==> src/design/assert_macros.svh <==
// Assertion macros for the sorter RTL.
// Needs clk and arst_n in the scope of each use.
`ifndef ASSERT_MACROS_SVH
`define ASSERT_MACROS_SVH

// same-cycle implication, checked outside reset
`define SDS_ASSERT_IMP(label, ante, cons) \
	label: assert property (@(posedge clk) disable iff (!arst_n) (ante) |-> (cons)) \
		else $error("sorter check failed");

// next-cycle implication, checked outside reset
`define SDS_ASSERT_NXT(label, ante, cons) \
	label: assert property (@(posedge clk) disable iff (!arst_n) (ante) |=> (cons)) \
		else $error("sorter check failed");

`endif

==> src/design/sds_pkg.sv <==
// Types, widths and helpers of the sprite distance sorter.
// No dependencies; used by every module of the block.
`default_nettype none

package sds_pkg;

	localparam int DIST_W  = 33;
	localparam int IDX_W   = 5;
	localparam int PLAY_W  = 16;
	localparam int CFG_I_W = 2;

	localparam logic [CFG_I_W-1:0] REG_PLAYER_X = 2'd0;
	localparam logic [CFG_I_W-1:0] REG_PLAYER_Y = 2'd1;

	// sort key: squared distance, arrival number
	typedef struct packed {
		logic [DIST_W-1:0] sq_dist;
		logic [IDX_W-1:0]  idx;
	} sds_key_t;

	typedef struct packed {
		logic     valid;
		sds_key_t key;
	} sds_entry_t;

	// side info riding along the distance pipeline
	typedef struct packed {
		logic             last;
		logic             stored;
		logic [IDX_W-1:0] idx;
	} sds_tag_t;

	// true if a goes out before b: farther first, higher index on ties
	function automatic logic key_gt(input sds_key_t a, input sds_key_t b);
		logic res;
		if (a.sq_dist != b.sq_dist) begin
			res = a.sq_dist > b.sq_dist;
		end else begin
			res = a.idx > b.idx;
		end
		return res;
	endfunction

endpackage

`default_nettype wire

==> src/design/sds_cell.sv <==
// One slot of the sorted insertion chain; holds one entry.
// Depends on sds_pkg.
`default_nettype none

module sds_cell import sds_pkg::*; (
	input  wire logic       clk,
	input  wire logic       arst_n,
	input  wire sds_key_t   new_k,
	input  wire sds_entry_t prev_e,
	input  wire logic       prev_beat,
	input  wire sds_entry_t next_e,
	input  wire logic       ins,
	input  wire logic       shift,
	output sds_entry_t      own_e,
	output logic            beat
);

	logic     valid_q;
	sds_key_t key_q;

	// new key displaces this slot's content (empty slots always lose)
	assign beat = ins && (!valid_q || key_gt(new_k, key_q));

	always_ff @(posedge clk or negedge arst_n) begin
		if (!arst_n) begin
			valid_q <= 1'b0;
		end else if (shift) begin
			valid_q <= next_e.valid;
		end else if (beat) begin
			// an empty neighbor moving down keeps this slot empty
			valid_q <= prev_beat ? prev_e.valid : 1'b1;
		end
	end

	always_ff @(posedge clk) begin
		if (shift) begin
			key_q <= next_e.key;
		end else if (beat) begin
			key_q <= prev_beat ? prev_e.key : new_k;
		end
	end

	assign own_e.valid = valid_q;
	assign own_e.key   = key_q;

endmodule

`default_nettype wire
==> config.mk <==
export PLATFORM = sky130hd
export DESIGN_NAME = sds_cell
export DESIGN_NICKNAME = d
export VERILOG_FILES = /design/src/design/assert_macros.svh /design/src/design/sds_pkg.sv /design/src/design/sds_cell.sv
export SDC_FILE = /design/constraint.sdc
export NUM_CORES = 1
export LEC_CHECK = 0
export BUFFER_PORTS_ARGS = -buffer_cell sky130_fd_sc_hd__buf_2
export CORE_AREA = 2 2 81 83
export DETAILED_ROUTE_END_ITERATION = 10
export DIE_AREA = 0 0 83 85
export GPL_TIMING_DRIVEN = 0
export PLACE_DENSITY = 0.86
export SETUP_SLACK_MARGIN = 0.5
export SLEW_MARGIN = 20
export SYNTH_ARGS = -nofsm -noshare
export SYNTH_HDL_FRONTEND = slang
export SYNTH_SLANG_ARGS = --single-unit
==> constraint.sdc <==
create_clock -name clk -period 6.25 [get_ports clk]
set_input_delay 1.25 -clock clk [delete_from_list [all_inputs] [get_ports clk]]
set_output_delay 1.25 -clock clk [all_outputs]
set_load 0.005 [all_outputs]
Word-level counts from Yosys, hierarchy flattened
Cells that the tools add are included.
W data, S select, Z words.
- output and inout bits: 40
- logic and storage cells: 17
- flip-flop bits (word level): 39
- input port bits: 121
- equality and inequality tests: 1
- reductions and logical operators: 4
- $lt $le $gt $ge: 2
- mux-type cells: 7
- operator list (operator ; number):
    $mux W38 ; 3
    $gt A33 B33 Y1 ; 1
    $ne A33 B33 Y1 ; 1
    $gt A5 B5 Y1 ; 1
    $mux W1 ; 4
    $reduce_bool A2 Y1 ; 1
    $logic_and A1 B1 Y1 ; 1
    $logic_not A1 Y1 ; 1
    $logic_or A1 B1 Y1 ; 1

Longest topological paths before layout
- word-level depth: 6
- mapped depth: 8

Worst setup path after synthesis
Ideal clock, no wire load.
- kind: input-to-reg
- from: input new_k[36] (netlist name)
- to: register key_q, in the netlist own_e[0], enable pin
- path buffers: 0
- stages on the path: 7
- setup slack: 1562 ps
- data arrival time: 4247 ps
- data required time: 5809 ps
- cells stage by stage: ha_1 > nand4_2 > nor4_4 > a41o_1 > a211oi_1 > o22a_1 > o21bai_1
- cells in the longest elaborated chain, start to end: 5
- elaborated cells on any way between the ends: 6
- RTL lines (item ; RTL line ; RTL):
    start: declaration ; sds_cell.sv:8 ; input wire sds_key_t new_k,
    $gt A33 B33 Y1 or $ne A33 B33 Y1 (tied branches) ; sds_pkg.sv:37, sds_pkg.sv:36 ;
    $mux W1 (*) ; sds_pkg.sv:36 ; if (a.sq_dist != b.sq_dist) begin
    $logic_or A1 B1 Y1 (*) ; sds_cell.sv:22 ; assign beat = ins && (!valid_q || key_gt(new_k, key_q));
    $logic_and A1 B1 Y1 (*) ; sds_cell.sv:22 ;
    $reduce_bool A2 Y1 (no line) (*) ; - ;
    end signal: assignment ; sds_cell.sv:37 ; key_q <= next_e.key;
    end signal: assignment ; sds_cell.sv:39 ; key_q <= prev_beat ? prev_e.key : new_k;
    end: declaration ; sds_cell.sv:19 ; sds_key_t key_q;
Every way passes the cells marked *; elsewhere a longest branch is shown, timed or not.
A chain may end at the register's enable or synchronous reset.

Final worst setup path
- from: input new_k[20] (netlist name)
- to: output beat
- cells in the longest elaborated chain, start to end: 4
- elaborated cells on any way between the ends: 5
- RTL lines (item ; RTL line ; RTL):
    $gt A33 B33 Y1 or $ne A33 B33 Y1 (tied branches) ; sds_pkg.sv:37, sds_pkg.sv:36 ;
    $mux W1 (*) ; sds_pkg.sv:36 ;
    $logic_or A1 B1 Y1 (*) ; sds_cell.sv:22 ;
    $logic_and A1 B1 Y1 (*) ; sds_cell.sv:22 ;
    end: declaration ; sds_cell.sv:15 ; output logic beat
Marked as above.

==> run metrics <==
xor/xnor share of the synthesized area=0%; fmax=~230 MHz; routed len/inst=14.81 um; area of the multi-input gates=1607 um2; post-CTS sizing=0; uppermost layer routed=met4; number of iterations in the first detailed-routing pass=4; drt total wl=8.266 mm; Layout area overhead=33.85%; full die area=7055 um2; Seq/Total Area, Yosys=39.19%; met1 wire length=3.328 mm; commonest cells after routing, fill and taps aside=buf_2 (161), nand2_1 (46), o21ai_0 (44); worst reg-to-reg path cell count=9; DP HPWL=6.798 mm; Leakage Power=2.109 nW; Reg-to-Reg End=own_e[3]; Slew headroom=45.82%; fin crit share=70.49%; vias in the first global route=around 3100; Crit Path Class=input pin to output pin; Setup Fix Bufs, Post-CTS=0; largest net degree at the start of global routing=23; syn nets=473; Worst VDD drop=0.00009499 V; RSZ-0062 raised after global routing=false; core area=6205 um2; DRT iter0 DRCs=78; port bufs=~160; Util after Layout=64.19%; PD cells=189.0 nW/um2; Max Clock Skew=0.01321 ns; DR DRC count=0; Worst-Margin Slew=between 0.8 and 0.9 ns; IO Pins=161; CTS clk-pin slew, worst paths=around 0.09 ns; nets=639; Sequential Area=1166 um2; reg2reg start=own_e[32]; top_reg_cell synth=edfxtp_1; Clock Latency Late Sink=0.29 ns; diode count=0; Critical Path Start Type=input pin; Post-Synth Simple-Gate Area=11.56%; number of synthesis warnings=0; Post-synth EDFFs=38; Filler cells=526; largest fanout on the critical path=3; via/cell ratio=5.229; remaining antenna violation count after routing=0; count of cell types in the netlist=31; Clk Tree Root Cell=clkbuf_8; hold buffers post-CTS=0; via count=2918; number of CTS-inserted buffers=5; Final GP Congestion=about 0.80; Clock Path Buffers=2; Crit path arrival time=3.16 ns; Mapped Area=2975 um2; flops & latches, synth=39; initial antenna violation count=0; Mapped Cells=314; hold crit path type=input pin to async pin; Syn Area/Cell=9.476 um2; Inst Count DP=550; final hold violation count=0; Clock Sinks=39; first-pass GRT wire length=around 14 mm; asr flop ratio synth=2.564%; met3 WL post-DR=508 um; Hold Worst Slack=0.7175 ns; Pins Over Slew Limit=0; Synth Area in Adders=15.98%; largest family of logic cells by synthesized area=adder cells; Synth Area in Compound Gates=roughly an eighth; GRT Total Usage=between 20% and 30%; fraction of layout cells with a size suffix above 1=35.76%; most common cell after layout, fill and taps aside=buf_2; final std cells w/o fill=558; final setup vio count=0; Die Ht=85 um; post-synthesis mux area share=12.78%; status=complete, no violations; WL met2=4.339 mm; H-tree depth=2; Worst Setup End Kind=output pin; Critical Path RT=5.00 ns; num rows=29; effective utilization at floorplan=47.95%; Chip Width=83 um; GRT overflow=0; Period minus WS final=4.406 ns; total of max-cap violations=0; Fin Setup TNS=0 ns; reg2reg setup slack=between 3 and 4 ns; CTS tree=built
## worst max-delay path by stage
stage,cells past startpoint,startpoint,endpoint
after global routing,9,new_k[20],beat
after global placement,8,new_k[13],own_e[9]
after detailed placement,9,new_k[20],beat
after CTS,9,new_k[20],beat
after floorplan,7,new_k[36],own_e[0]
final,9,new_k[20],beat
## synthesized netlist by cell type, types with 5 or more instances
cell type / instances / area [um2]
nand3_1: 5 / 25.02
inv_1: 40 / 150.1
mux2i_1: 38 / 380.4
a21oi_1: 15 / 75.07
o21ai_0: 44 / 220.2
nand2_1: 46 / 172.7
clkbuf_1: 11 / 41.29
ha_1: 38 / 475.5
nor2_1: 5 / 18.77
nand4_1: 7 / 43.79
edfxtp_1: 38 / 1141
## state kept, by name (all words and copies together), names as in the netlist
name	count
own_e	38
valid_q	1
## per-stage QoR
step                area [um2]  worst slack (ns)  power [W]
floorplan                 2975             1.562  0.0004758
finish                    3983             1.844  0.0007527
CTS                       3983             1.821  0.0007588
detailed placement        3901             1.827  0.0005919
global placement          3862            0.3808  0.0005740
global route              3983             1.626  0.0008051
## power breakdown
part / internal (W) / switching [W] / total, W / leakage, nW
registers: 0.000327 / 0.0000158 / 0.000343 / 0.397
logic: 0.000116 / 0.000126 / 0.000242 / 1.67
clock network: 0.0000785 / 0.0000898 / 0.000168 / 0.0422
## metal layers
layer | track usage, % | up-vias
met3 | 4.377 | 8
met1 | 28.66 | 1339
met4 | 5.663 | 0
met5 | 0 | -
li1 | - | 1448
met2 | 46.41 | 123
## cells by family after synthesis
| group | count (synthesis) |
|---|---|
| muxes | 38 |
| buffers and inverters | 55 |
| DFF | 39 |
| and+or+nand+nor | 73 |
| adders and majority gates | 38 |
| AOI/OAI and AO/OA | 71 |
## layout make-up
type	instances	area share [%]
Multi-Input combinational cell	220	40.34
Sequential cell	39	29.28
Timing Repair Buffer	159	20.55
Inverter	40	3.770
Tap cell	77	2.419
Clock buffer	7	1.916
Buffer	15	1.602
Clock inverter	1	0.1257
## critical path, stage by stage
cell	delay, ns
buf_2	0.11
ha_1	0.32
a21oi_1	0.15
nand2_1	0.08
a222oi_1	0.31
nor4bb_1	0.44
o22a_1	0.30
nor2_1	0.07
buf_2	0.13
Power figures use the tool's default switching activity.
