$ cat src/design/assert_macros.svh
// Assertion macros for the sorter RTL.
// Needs clk and arst_n in the scope of each use.
`ifndef ASSERT_MACROS_SVH
`define ASSERT_MACROS_SVH

// same-cycle implication, checked outside reset
`define SDS_ASSERT_IMP(label, ante, cons) \
	label: assert property (@(posedge clk) disable iff (!arst_n) (ante) |-> (cons)) \
		else $error("sorter check failed");

// next-cycle implication, checked outside reset
`define SDS_ASSERT_NXT(label, ante, cons) \
	label: assert property (@(posedge clk) disable iff (!arst_n) (ante) |=> (cons)) \
		else $error("sorter check failed");

`endif

$ cat src/design/sds_pkg.sv
// Types, widths and helpers of the sprite distance sorter.
// No dependencies; used by every module of the block.
`default_nettype none

package sds_pkg;

	localparam int DIST_W  = 33;
	localparam int IDX_W   = 5;
	localparam int PLAY_W  = 16;
	localparam int CFG_I_W = 2;

	localparam logic [CFG_I_W-1:0] REG_PLAYER_X = 2'd0;
	localparam logic [CFG_I_W-1:0] REG_PLAYER_Y = 2'd1;

	// sort key: squared distance, arrival number
	typedef struct packed {
		logic [DIST_W-1:0] sq_dist;
		logic [IDX_W-1:0]  idx;
	} sds_key_t;

	typedef struct packed {
		logic     valid;
		sds_key_t key;
	} sds_entry_t;

	// side info riding along the distance pipeline
	typedef struct packed {
		logic             last;
		logic             stored;
		logic [IDX_W-1:0] idx;
	} sds_tag_t;

	// true if a goes out before b: farther first, higher index on ties
	function automatic logic key_gt(input sds_key_t a, input sds_key_t b);
		logic res;
		if (a.sq_dist != b.sq_dist) begin
			res = a.sq_dist > b.sq_dist;
		end else begin
			res = a.idx > b.idx;
		end
		return res;
	endfunction

endpackage

`default_nettype wire

$ cat src/design/sds_dist.sv
// Three-stage squared-distance pipeline: |diff|, squares, sum.
// Depends on sds_pkg.
`default_nettype none

module sds_dist import sds_pkg::*; #(
	parameter int COORD_BITS = 16
) (
	input  wire logic                  clk,
	input  wire logic                  arst_n,
	input  wire logic                  in_v,
	input  wire logic [COORD_BITS-1:0] sx,
	input  wire logic [COORD_BITS-1:0] sy,
	input  wire logic [COORD_BITS-1:0] px,
	input  wire logic [COORD_BITS-1:0] py,
	input  wire sds_tag_t              in_tag,
	output logic                       out_v,
	output sds_key_t                   out_key,
	output sds_tag_t                   out_tag
);

	localparam int SQ_W = 2 * COORD_BITS;

	logic                  v_s1, v_s2, v_s3;
	logic [COORD_BITS-1:0] dx_s1, dy_s1;
	logic [SQ_W-1:0]       sqx_s2, sqy_s2;
	logic [DIST_W-1:0]     dist_s3;
	sds_tag_t              tag_s1, tag_s2, tag_s3;
	logic [SQ_W:0]         sum;

	assign sum = (SQ_W+1)'(sqx_s2) + (SQ_W+1)'(sqy_s2);

	always_ff @(posedge clk or negedge arst_n) begin
		if (!arst_n) begin
			v_s1 <= 1'b0;
			v_s2 <= 1'b0;
			v_s3 <= 1'b0;
		end else begin
			v_s1 <= in_v;
			v_s2 <= v_s1;
			v_s3 <= v_s2;
		end
	end

	always_ff @(posedge clk) begin
		dx_s1   <= (px >= sx) ? (px - sx) : (sx - px);
		dy_s1   <= (py >= sy) ? (py - sy) : (sy - py);
		tag_s1  <= in_tag;
		sqx_s2  <= SQ_W'(dx_s1) * SQ_W'(dx_s1);
		sqy_s2  <= SQ_W'(dy_s1) * SQ_W'(dy_s1);
		tag_s2  <= tag_s1;
		dist_s3 <= DIST_W'(sum);
		tag_s3  <= tag_s2;
	end

	assign out_v           = v_s3;
	assign out_key.sq_dist = dist_s3;
	assign out_key.idx     = tag_s3.idx;
	assign out_tag         = tag_s3;

endmodule

`default_nettype wire

$ cat config.mk
export PLATFORM = sky130hd
export DESIGN_NAME = sds_dist
export DESIGN_NICKNAME = d
export VERILOG_FILES = /design/src/design/assert_macros.svh /design/src/design/sds_pkg.sv /design/src/design/sds_dist.sv
export SDC_FILE = /design/constraint.sdc
export NUM_CORES = 1
export LEC_CHECK = 0
export BUFFER_PORTS_ARGS = -buffer_cell sky130_fd_sc_hd__buf_2
export CORE_MARGIN = 2
export CORE_UTILIZATION = 40
export CTS_BUF_LIST = sky130_fd_sc_hd__clkbuf_8
export DETAILED_ROUTE_END_ITERATION = 10
export SKIP_LAST_GASP = 1
export SYNTH_ARGS = -nofsm -noshare
export SYNTH_HDL_FRONTEND = slang
export SYNTH_SLANG_ARGS = --single-unit
$ cat constraint.sdc
create_clock -name clk -period 7.4 [get_ports clk]
set_input_delay 1.11 -clock clk [delete_from_list [all_inputs] [get_ports clk]]
set_output_delay 1.11 -clock clk [all_outputs]
set_load 0.005 [all_outputs]
## Yosys cells after proc, flatten, opt, wreduce, memory -nomap -nowiden

Index checks and enable logic that the tools add are counted.

| storage, ports and cells | value |
|---|---|
| register bits after elaboration | 153 |
| input bits | 74 |
| output and inout port bits | 46 |
| logic and storage cells | 28 |

| cells by class | value |
|---|---|
| add/sub/neg operators | 5 |
| multipliers | 2 |
| order comparisons | 2 |
| muxes and demuxes | 2 |

Operators by type and width:

| kind | number |
|---|---|
| $mul A16 B16 Y32 | 2 |
| $sub A16 B16 Y16 | 4 |
| $add A32 B32 Y33 | 1 |
| $ge A16 B16 Y1 | 2 |
| $mux W16 | 2 |

## Longest topological paths before layout

Gate-level depths: netlist of run 1.

| depth | value |
|---|---|
| depth in word-level cells | 2 |
| depth in mapped cells | 24 |
| depth with buffers taken out | 22 |

## Worst setup path before layout of run 1

No wires, ideal clock.

| timing | value |
|---|---|
| path type | register to register |
| start point | register dy_s1[1] |
| end point | register sqy_s2[31] |
| setup time | 0.123 ns |
| data arrival time | 5.708 ns |
| required time | 7.277 ns |
| path slack | 1.569 ns |
| cell stages (with the launch flop) | 24 |
| period minus slack after synthesis | 5.831 ns |
| cells stage by stage | dfxtp_1 > clkbuf_1 > clkbuf_1 > and2_1 > fa_1 > inv_1 > fa_1 > inv_1 > fa_1 > inv_1 > fa_1 > inv_1 > fa_1 > inv_1 > fa_1 > inv_1 > ha_1 > and4_1 > and3_1 > a32oi_2 > o21ai_1 > a2111oi_0 > nor3_1 > xnor2_1 |

| on the way | value |
|---|---|
| word-level cells in the longest chain between the ends | 1 |

Ends and longest elaborated chain:

| what | RTL line | text |
|---|---|---|
| from (decl) | sds_dist.sv:24 | `logic [COORD_BITS-1:0] dx_s1, dy_s1;` |
| from (signal assigned) | sds_dist.sv:46 | `dy_s1 <= (py >= sy) ? (py - sy) : (sy - py);` |
| $mul A16 B16 Y32 | sds_dist.sv:49 | `sqy_s2 <= SQ_W'(dy_s1) * SQ_W'(dy_s1);` |
| to (signal assigned) | sds_dist.sv:49 |  |
| to (decl) | sds_dist.sv:25 | `logic [SQ_W-1:0] sqx_s2, sqy_s2;` |

No other way between the ends.

## Worst setup path after layout of run 1

| timing | value |
|---|---|
| start point | register dy_s1[2] |
| end point | register sqy_s2[20] |

The elaborated chain is that of the path after synthesis.

==> flow_summary.yaml, run 1 <==
status:
  status: "completed"
clock_network:
  cts_max_level: 4
  clockRootBuffer: "clkbuf_8"
  clockBufferDepth: 2
  clkLatencyLatePin_ns: 0.57
  cts_tree: "done"
  cts_hold_buf: 0
  cts_resized: 0
  post_cts_buffers: 0
  cts_sinks: 151
  cts_buffers: 17
  path_clk_slew_ns: 0.10
sta:
  post-route-period-util_pct: 89.3
  rsz0062_at_grt: "false"
  finalSetupViolations: 0
  fmax_ghz: 0.151
  hold_viol: 0
  relSlewSlack_pct: 32.3
  finalSetupTns_ns: 0
  slew_viol_final: 0
  tightest_slew_ns: 1.01
  finalWorstSetupSlack_ns: 0.789
  clock_skew_ns: 0.0263
  fin_crit_ns: 6.61
finish:
  stdcell_count: 3341
  syn_to_final_growth_pct: 7.06
  final_area_sq_um: 23900
  drive_gt1_share_pct: 7.45
  fin_nets: 3277
  fill_cells: 5503
place:
  place_area_sq_um: 23600
  routabilityCongestion: 0.877
  hpwlAfterDp_mm: 42.0
  io_buffers: 119
  placed_cells: 3309
  post-place-ws_ns: 0.898
setup_path:
  r2r-end: "sqy_s2[20]$_DFF_P_"
  cp_max_fo: 15
  rr_worst_depth: 19
  path_class: "flip-flop to flip-flop"
  crit_end: "sqy_s2[20]$_DFF_P_"
  cp-end-kind: "flip-flop"
  startpoint_type: "flip-flop"
  critPathLaunch: "dy_s1[2]$_DFF_P_"
  reg2reg_slack_ns: 0.79
  crit-reg2reg-launch: "dy_s1[2]$_DFF_P_"
  worst_ep_required_time_ns: 7.90
  arrival_ns: 7.11
flow_run:
  drv_cap: 0
synthesis:
  synth_top_cells_by_area: "fa_1 29%, ha_1 17%, dfxtp_1 13%"
  ys_types: 68
  synth_cells: 2519
  syn_area_per_cell_sq_um: 8.87
  syn_nets: 3216
  synth_area_leader_cell: "fa_1"
  synth_edf_count: 0
  synth_flop_cell: "dfxtp_1"
  synth_area_sq_um: 22400
  ys_seq_elements: 151
  seq_area_frac_synth_pct: 13.6
  async_reset_ff_share_pct: 1.99
  synth_top_area_share_pct: 29.4
  yosysWarningCount: 0
grt:
  antenna_found_initial: 1
  grt_first_pass_wirelength_mm: 85.9
  overflow: 0
  grt_max_degree: 20
  first_global_vias: 17700
  grt_use_total_pct: 18.6
floorplanning:
  std_cell_rows: 86
  dieHeight_um: 240
  initial_utilization_pct: 40.5
  die_w_um: 240
  dieArea_sq_um: 57800
  core_region_area_sq_um: 55200
  io_pins: 120
route:
  ant_nets: 0
  wl_met2_mm: 23.2
  drcViolationCount: 0
  met1_length_mm: 23.6
  topRoutingLayerUsed: "met4"
  firstDrtPassIters: 5
  drtIter0Drc: 956
  viasPerCell: 4.99
  dr_wl_met3_mm: 2.49
  vias: 16700
  wl_per_cell_um: 15.0
  wl_mm: 50.2
worst_hold_path:
  hp-class: "primary input to async pin"
==> state kept, by name, indices dropped and copies added (netlist names) <==
| signal | flops |
|---|---|
| out_v | 1 |
| sqx_s2 | 31 |
| tag_s2 | 7 |
| tag_s1 | 7 |
| sqy_s2 | 31 |
| dist_s3 | 33 |
| dx_s1 | 16 |
| v_s2 | 1 |
| v_s1 | 1 |
| dy_s1 | 16 |
| out_key | 5 |
| out_tag | 2 |
==> placed cells by master, fill, tap and decap left out, drive strengths merged, types with 14 or more instances in the layout <==
cell	count
fa	328
nor2	91
a21o	61
nand3	31
o21bai	16
nand2	202
o211ai	14
a31oi	15
mux2i	16
o21a	16
buf	130
ha	295
xor2	48
a21oi	131
and2	78
nor2b	26
xnor2	77
nand2b	19
nor3	23
nand4	19
o21ai	64
dfxtp	148
clkbuf	17
inv	595
==> cells by family after synthesis <==
family                     Yosys count  share of synthesized area [%]
buffers and inverters              673                           11.6
DFF                                151                           13.6
adders and majority gates          623                           45.9
AOI/OAI and AO/OA                  397                           11.6
muxes                               22                           1.02
and+or+nand+nor                    528                           11.4
xor gates and xnor gates           125                           4.90
==> how the worst min path moves through the flow <==
stage / from / endpoint / slack [ns] / cells past startpoint
2_1_floorplan: tag_s2[0]$_DFF_P_ / out_key[0]$_DFF_P_ / 0.31 / 0
3_3_place_gp: tag_s1[0]$_DFF_P_ / tag_s2[0]$_DFF_P_ / 0.31 / 0
3_5_place_dp: tag_s2[0]$_DFF_P_ / out_key[0]$_DFF_P_ / 0.31 / 0
4_1_cts: arst_n / v_s1$_DFF_PN0_ / 0.29 / 1
5_1_grt: arst_n / v_s1$_DFF_PN0_ / 0.29 / 1
6_report: arst_n / v_s1$_DFF_PN0_ / 0.32 / 1
==> metal layers <==
layer / GRT usage (%) / vias to the layer above
met4: 5.29 / 0
met5: 0 / -
li1: - / 8015
met2: 29.9 / 359
met3: 3.36 / 49
met1: 25.7 / 8236
==> synth_stat cells, drive strengths merged (9+ instances only) <==
master	count
a211oi	12
a21o	61
a21oi	131
a31o	11
a31oi	15
and2	78
and3	11
and4	9
buf	19
clkbuf	69
dfxtp	148
fa	328
ha	295
inv	585
mux2i	16
nand2	202
nand2b	19
nand3	31
nand4	19
nor2	91
nor2b	26
nor3	23
o211ai	14
o21a	16
o21ai	64
o21bai	16
o31ai	12
xnor2	77
xor2	48
==> metrics by stage <==
stage	util, %	hold slack, ns
after floorplan	-	0.310
after global routing	43.4	0.287
after global placement	42.7	0.310
after CTS	43.3	0.287
final	43.4	0.324
after detailed placement	42.7	0.313
==> area by class of cell <==
class                   instances  area [sq um]  share of cell area, %
repair buffers                130           678                   2.83
clock buffers                  17           234                  0.978
multi-input cells            1695         16700                   69.9
clock inverters                14           129                  0.539
flip-flops and latches        151          3040                   12.7
diodes                          1          2.50                 0.0105
well taps                     748           936                   3.91
inverters                     585          2200                   9.18
==> worst max-delay path: stages, from the launching register on <==
cell and delay (ns):
dfxtp_1 0.72, inv_1 0.20, nor2_1 0.24, inv_1 0.10, fa_1 0.50, inv_1 0.05
fa_1 0.53, inv_1 0.05, fa_1 0.48, fa_1 0.56, fa_1 0.42, fa_1 0.49
inv_1 0.04, ha_1 0.35, a21oi_1 0.25, o211ai_1 0.19, o41ai_1 0.62, o21bai_1 0.21
a221oi_1 0.36, xnor2_1 0.16
Power of run 1 is not shown: default switching activity piles up to over one toggle a cycle in this logic, so the estimate is an artifact.
==> run 2: changes to the inputs <==
--- a/config.mk
+++ b/config.mk
@@ -5,6 +5,7 @@
 export SDC_FILE = /design/constraint.sdc
 export NUM_CORES = 1
 export LEC_CHECK = 0
+export ABC_AREA = 1
 export BUFFER_PORTS_ARGS = -buffer_cell sky130_fd_sc_hd__buf_2
 export CORE_MARGIN = 2
 export CORE_UTILIZATION = 40
==> run 2 against run 1 <==
Cell count increased by 37%; critical endpoint is now sqy_s2[21]$_DFF_P_; clock skew rose by 0.0034 ns; sequential share of layout area fell by 1.5 points; highest routed layer unchanged; core utilization is 0.25 points lower.
==> flow_summary.yaml, run 2 <==
status:
  status: "completed"
floorplanning:
  dieArea_sq_um: 65700
  core_region_area_sq_um: 63000
  io_pins: 120
  initial_utilization_pct: 40.5
  std_cell_rows: 92
  die_w_um: 256
  dieHeight_um: 256
finish:
  largest_reg_flops: 33
  multi_input_area_sq_um: 18100
  fill_cells: 6692
  syn_to_final_growth_pct: 6.55
  seqCellArea_sq_um: 3040
  reg_top3: "dist_s3 x33, sqx_s2 x31, sqy_s2 x31"
  layout_commonest_cell: "nand2_1"
  final_cell_mix: "1,139 x nand2_1, 1,040 x inv_1, 328 x fa_1"
  fin_nets: 4429
  drive_gt1_share_pct: 5.26
  final_area_sq_um: 27100
  top_register: "dist_s3"
synthesis:
  synth_common_cells: "1,139 x nand2_1, 1,040 x inv_1, 328 x fa_1, 295 x ha_1, 159 x nor2_1"
  seq_area_frac_synth_pct: 11.9
  synth_top_cells_by_area: "fa_1 26%, nand2_1 17%, inv_1 15%"
  syn_area_per_cell_sq_um: 6.93
  yosysWarningCount: 0
  syn_nets: 4374
  synth_area_sq_um: 25500
  synth_edf_count: 0
  async_reset_ff_share_pct: 1.99
  ys_seq_elements: 151
  ys_types: 39
  synth_flop_cell: "dfxtp_1"
  synth_area_leader_cell: "fa_1"
  yosysMostFrequentCell: "nand2_1"
  synth_top_area_share_pct: 25.8
  synth_cells: 3677
setup_path:
  worst_ep_required_time_ns: 7.85
  reg2reg_slack_ns: 1.58
  critPathLaunch: "dy_s1[9]$_DFF_P_"
  path_class: "flip-flop to flip-flop"
  cp-end-kind: "flip-flop"
  startpoint_type: "flip-flop"
  cp_max_fo: 16
  arrival_ns: 6.26
  crit-reg2reg-launch: "dy_s1[9]$_DFF_P_"
clock_network:
  cts_buffers: 17
  post_cts_buffers: 0
  cts_max_level: 4
  cts_sinks: 151
  clockBufferDepth: 2
  clockRootBuffer: "clkbuf_8"
  path_clk_slew_ns: 0.11
  cts_tree: "done"
  cts_hold_buf: 0
  cts_resized: 0
  clkLatencyLatePin_ns: 0.55
place:
  place_area_sq_um: 26700
  io_buffers: 119
  hpwlAfterDp_mm: 51.7
  routabilityCongestion: 0.899
  post-place-ws_ns: 1.69
sta:
  fin_crit_ns: 5.82
  slew_viol_final: 0
  rsz0062_at_grt: "false"
  relSlewSlack_pct: 41.4
  hold_viol: 0
  tightest_slew_ns: 0.877
  finalSetupTns_ns: 0
  fmax_ghz: 0.172
  post-route-period-util_pct: 78.6
  clock_skew_ns: 0.0297
  finalSetupViolations: 0
  finalWorstSetupSlack_ns: 1.58
grt:
  grt_first_pass_wirelength_mm: 101
  grt_use_total_pct: 18.8
  first_global_vias: 20800
  overflow: 0
  grt_max_degree: 24
  antenna_found_initial: 1
worst_hold_path:
  hp-class: "flip-flop to flip-flop"
  worstHoldStart: "tag_s2[6]$_DFF_P_"
route:
  drtIter0Drc: 1095
  vias: 20800
  ant_nets: 0
  drcViolationCount: 0
  firstDrtPassIters: 5
  wl_per_cell_um: 12.9
  wl_mm: 59.4
  viasPerCell: 4.52
flow_run:
  drv_cap: 0
==> run 2: final timing paths <==
kind	depth (start not counted)	end
min reg2reg	0	out_tag[6]$_DFF_P_
max	18	sqy_s2[21]$_DFF_P_
max reg2reg	18	sqy_s2[21]$_DFF_P_
min	0	out_tag[6]$_DFF_P_
max in group asynchronous	1	v_s2$_DFF_PN0_
min in group asynchronous	1	out_v$_DFF_PN0_
==> run 2: per-stage QoR <==
stage,utilization (%),instances,hold WS [ns]
global placement,42.5,4559,0.310
detailed placement,42.5,4559,0.312
floorplan,-,3677,0.310
global route,43.1,4592,0.321
finish,43.1,4593,0.332
CTS,43.1,4591,0.296
==> run 2: routing by layer <==
layer / global-route usage (%) / wire length (um)
met3: 2.33 / 2610
met5: 0 / 0
met1: 25.5 / 28300
met2: 32.2 / 27600
met4: 4.08 / 758
==> run 2: cells by family (layout without fill, tap and decap cells) <==
logic type	Yosys count	count (layout)	share of synthesized area, %
flops	151	151	11.9
xor+xnor	97	97	3.34
other cells	0	2	0
fa+ha+maj	623	623	40.3
buf+inv	1131	1199	17.0
simple gates	1527	1527	24.2
compound gates	148	148	3.34
==> run 2: area by class of cell <==
cell class	count	share of cell area (%)
timing repair buffer	120	2.22
tap	846	3.90
clock buffer	17	0.862
multi-input combinational	2395	66.7
inverter	1047	14.5
clock inverter	15	0.581
antenna	2	0.0184
sequential	151	11.2
==> run 2: critical path, stage by stage (launching register included) <==
cell and delay [ns]:
dfxtp_1 0.82, nand2_1 0.24, fa_1 0.58, inv_1 0.05, fa_1 0.52, inv_1 0.05
fa_1 0.48, fa_1 0.58, fa_1 0.43, fa_1 0.54, inv_1 0.06, ha_1 0.35
nand2_1 0.12, nor2_1 0.21, nand3_1 0.14, nand3_1 0.21, nand2_1 0.08, nand2_1 0.07
xor2_1 0.19
Power of run 2 is left out for the same reason.
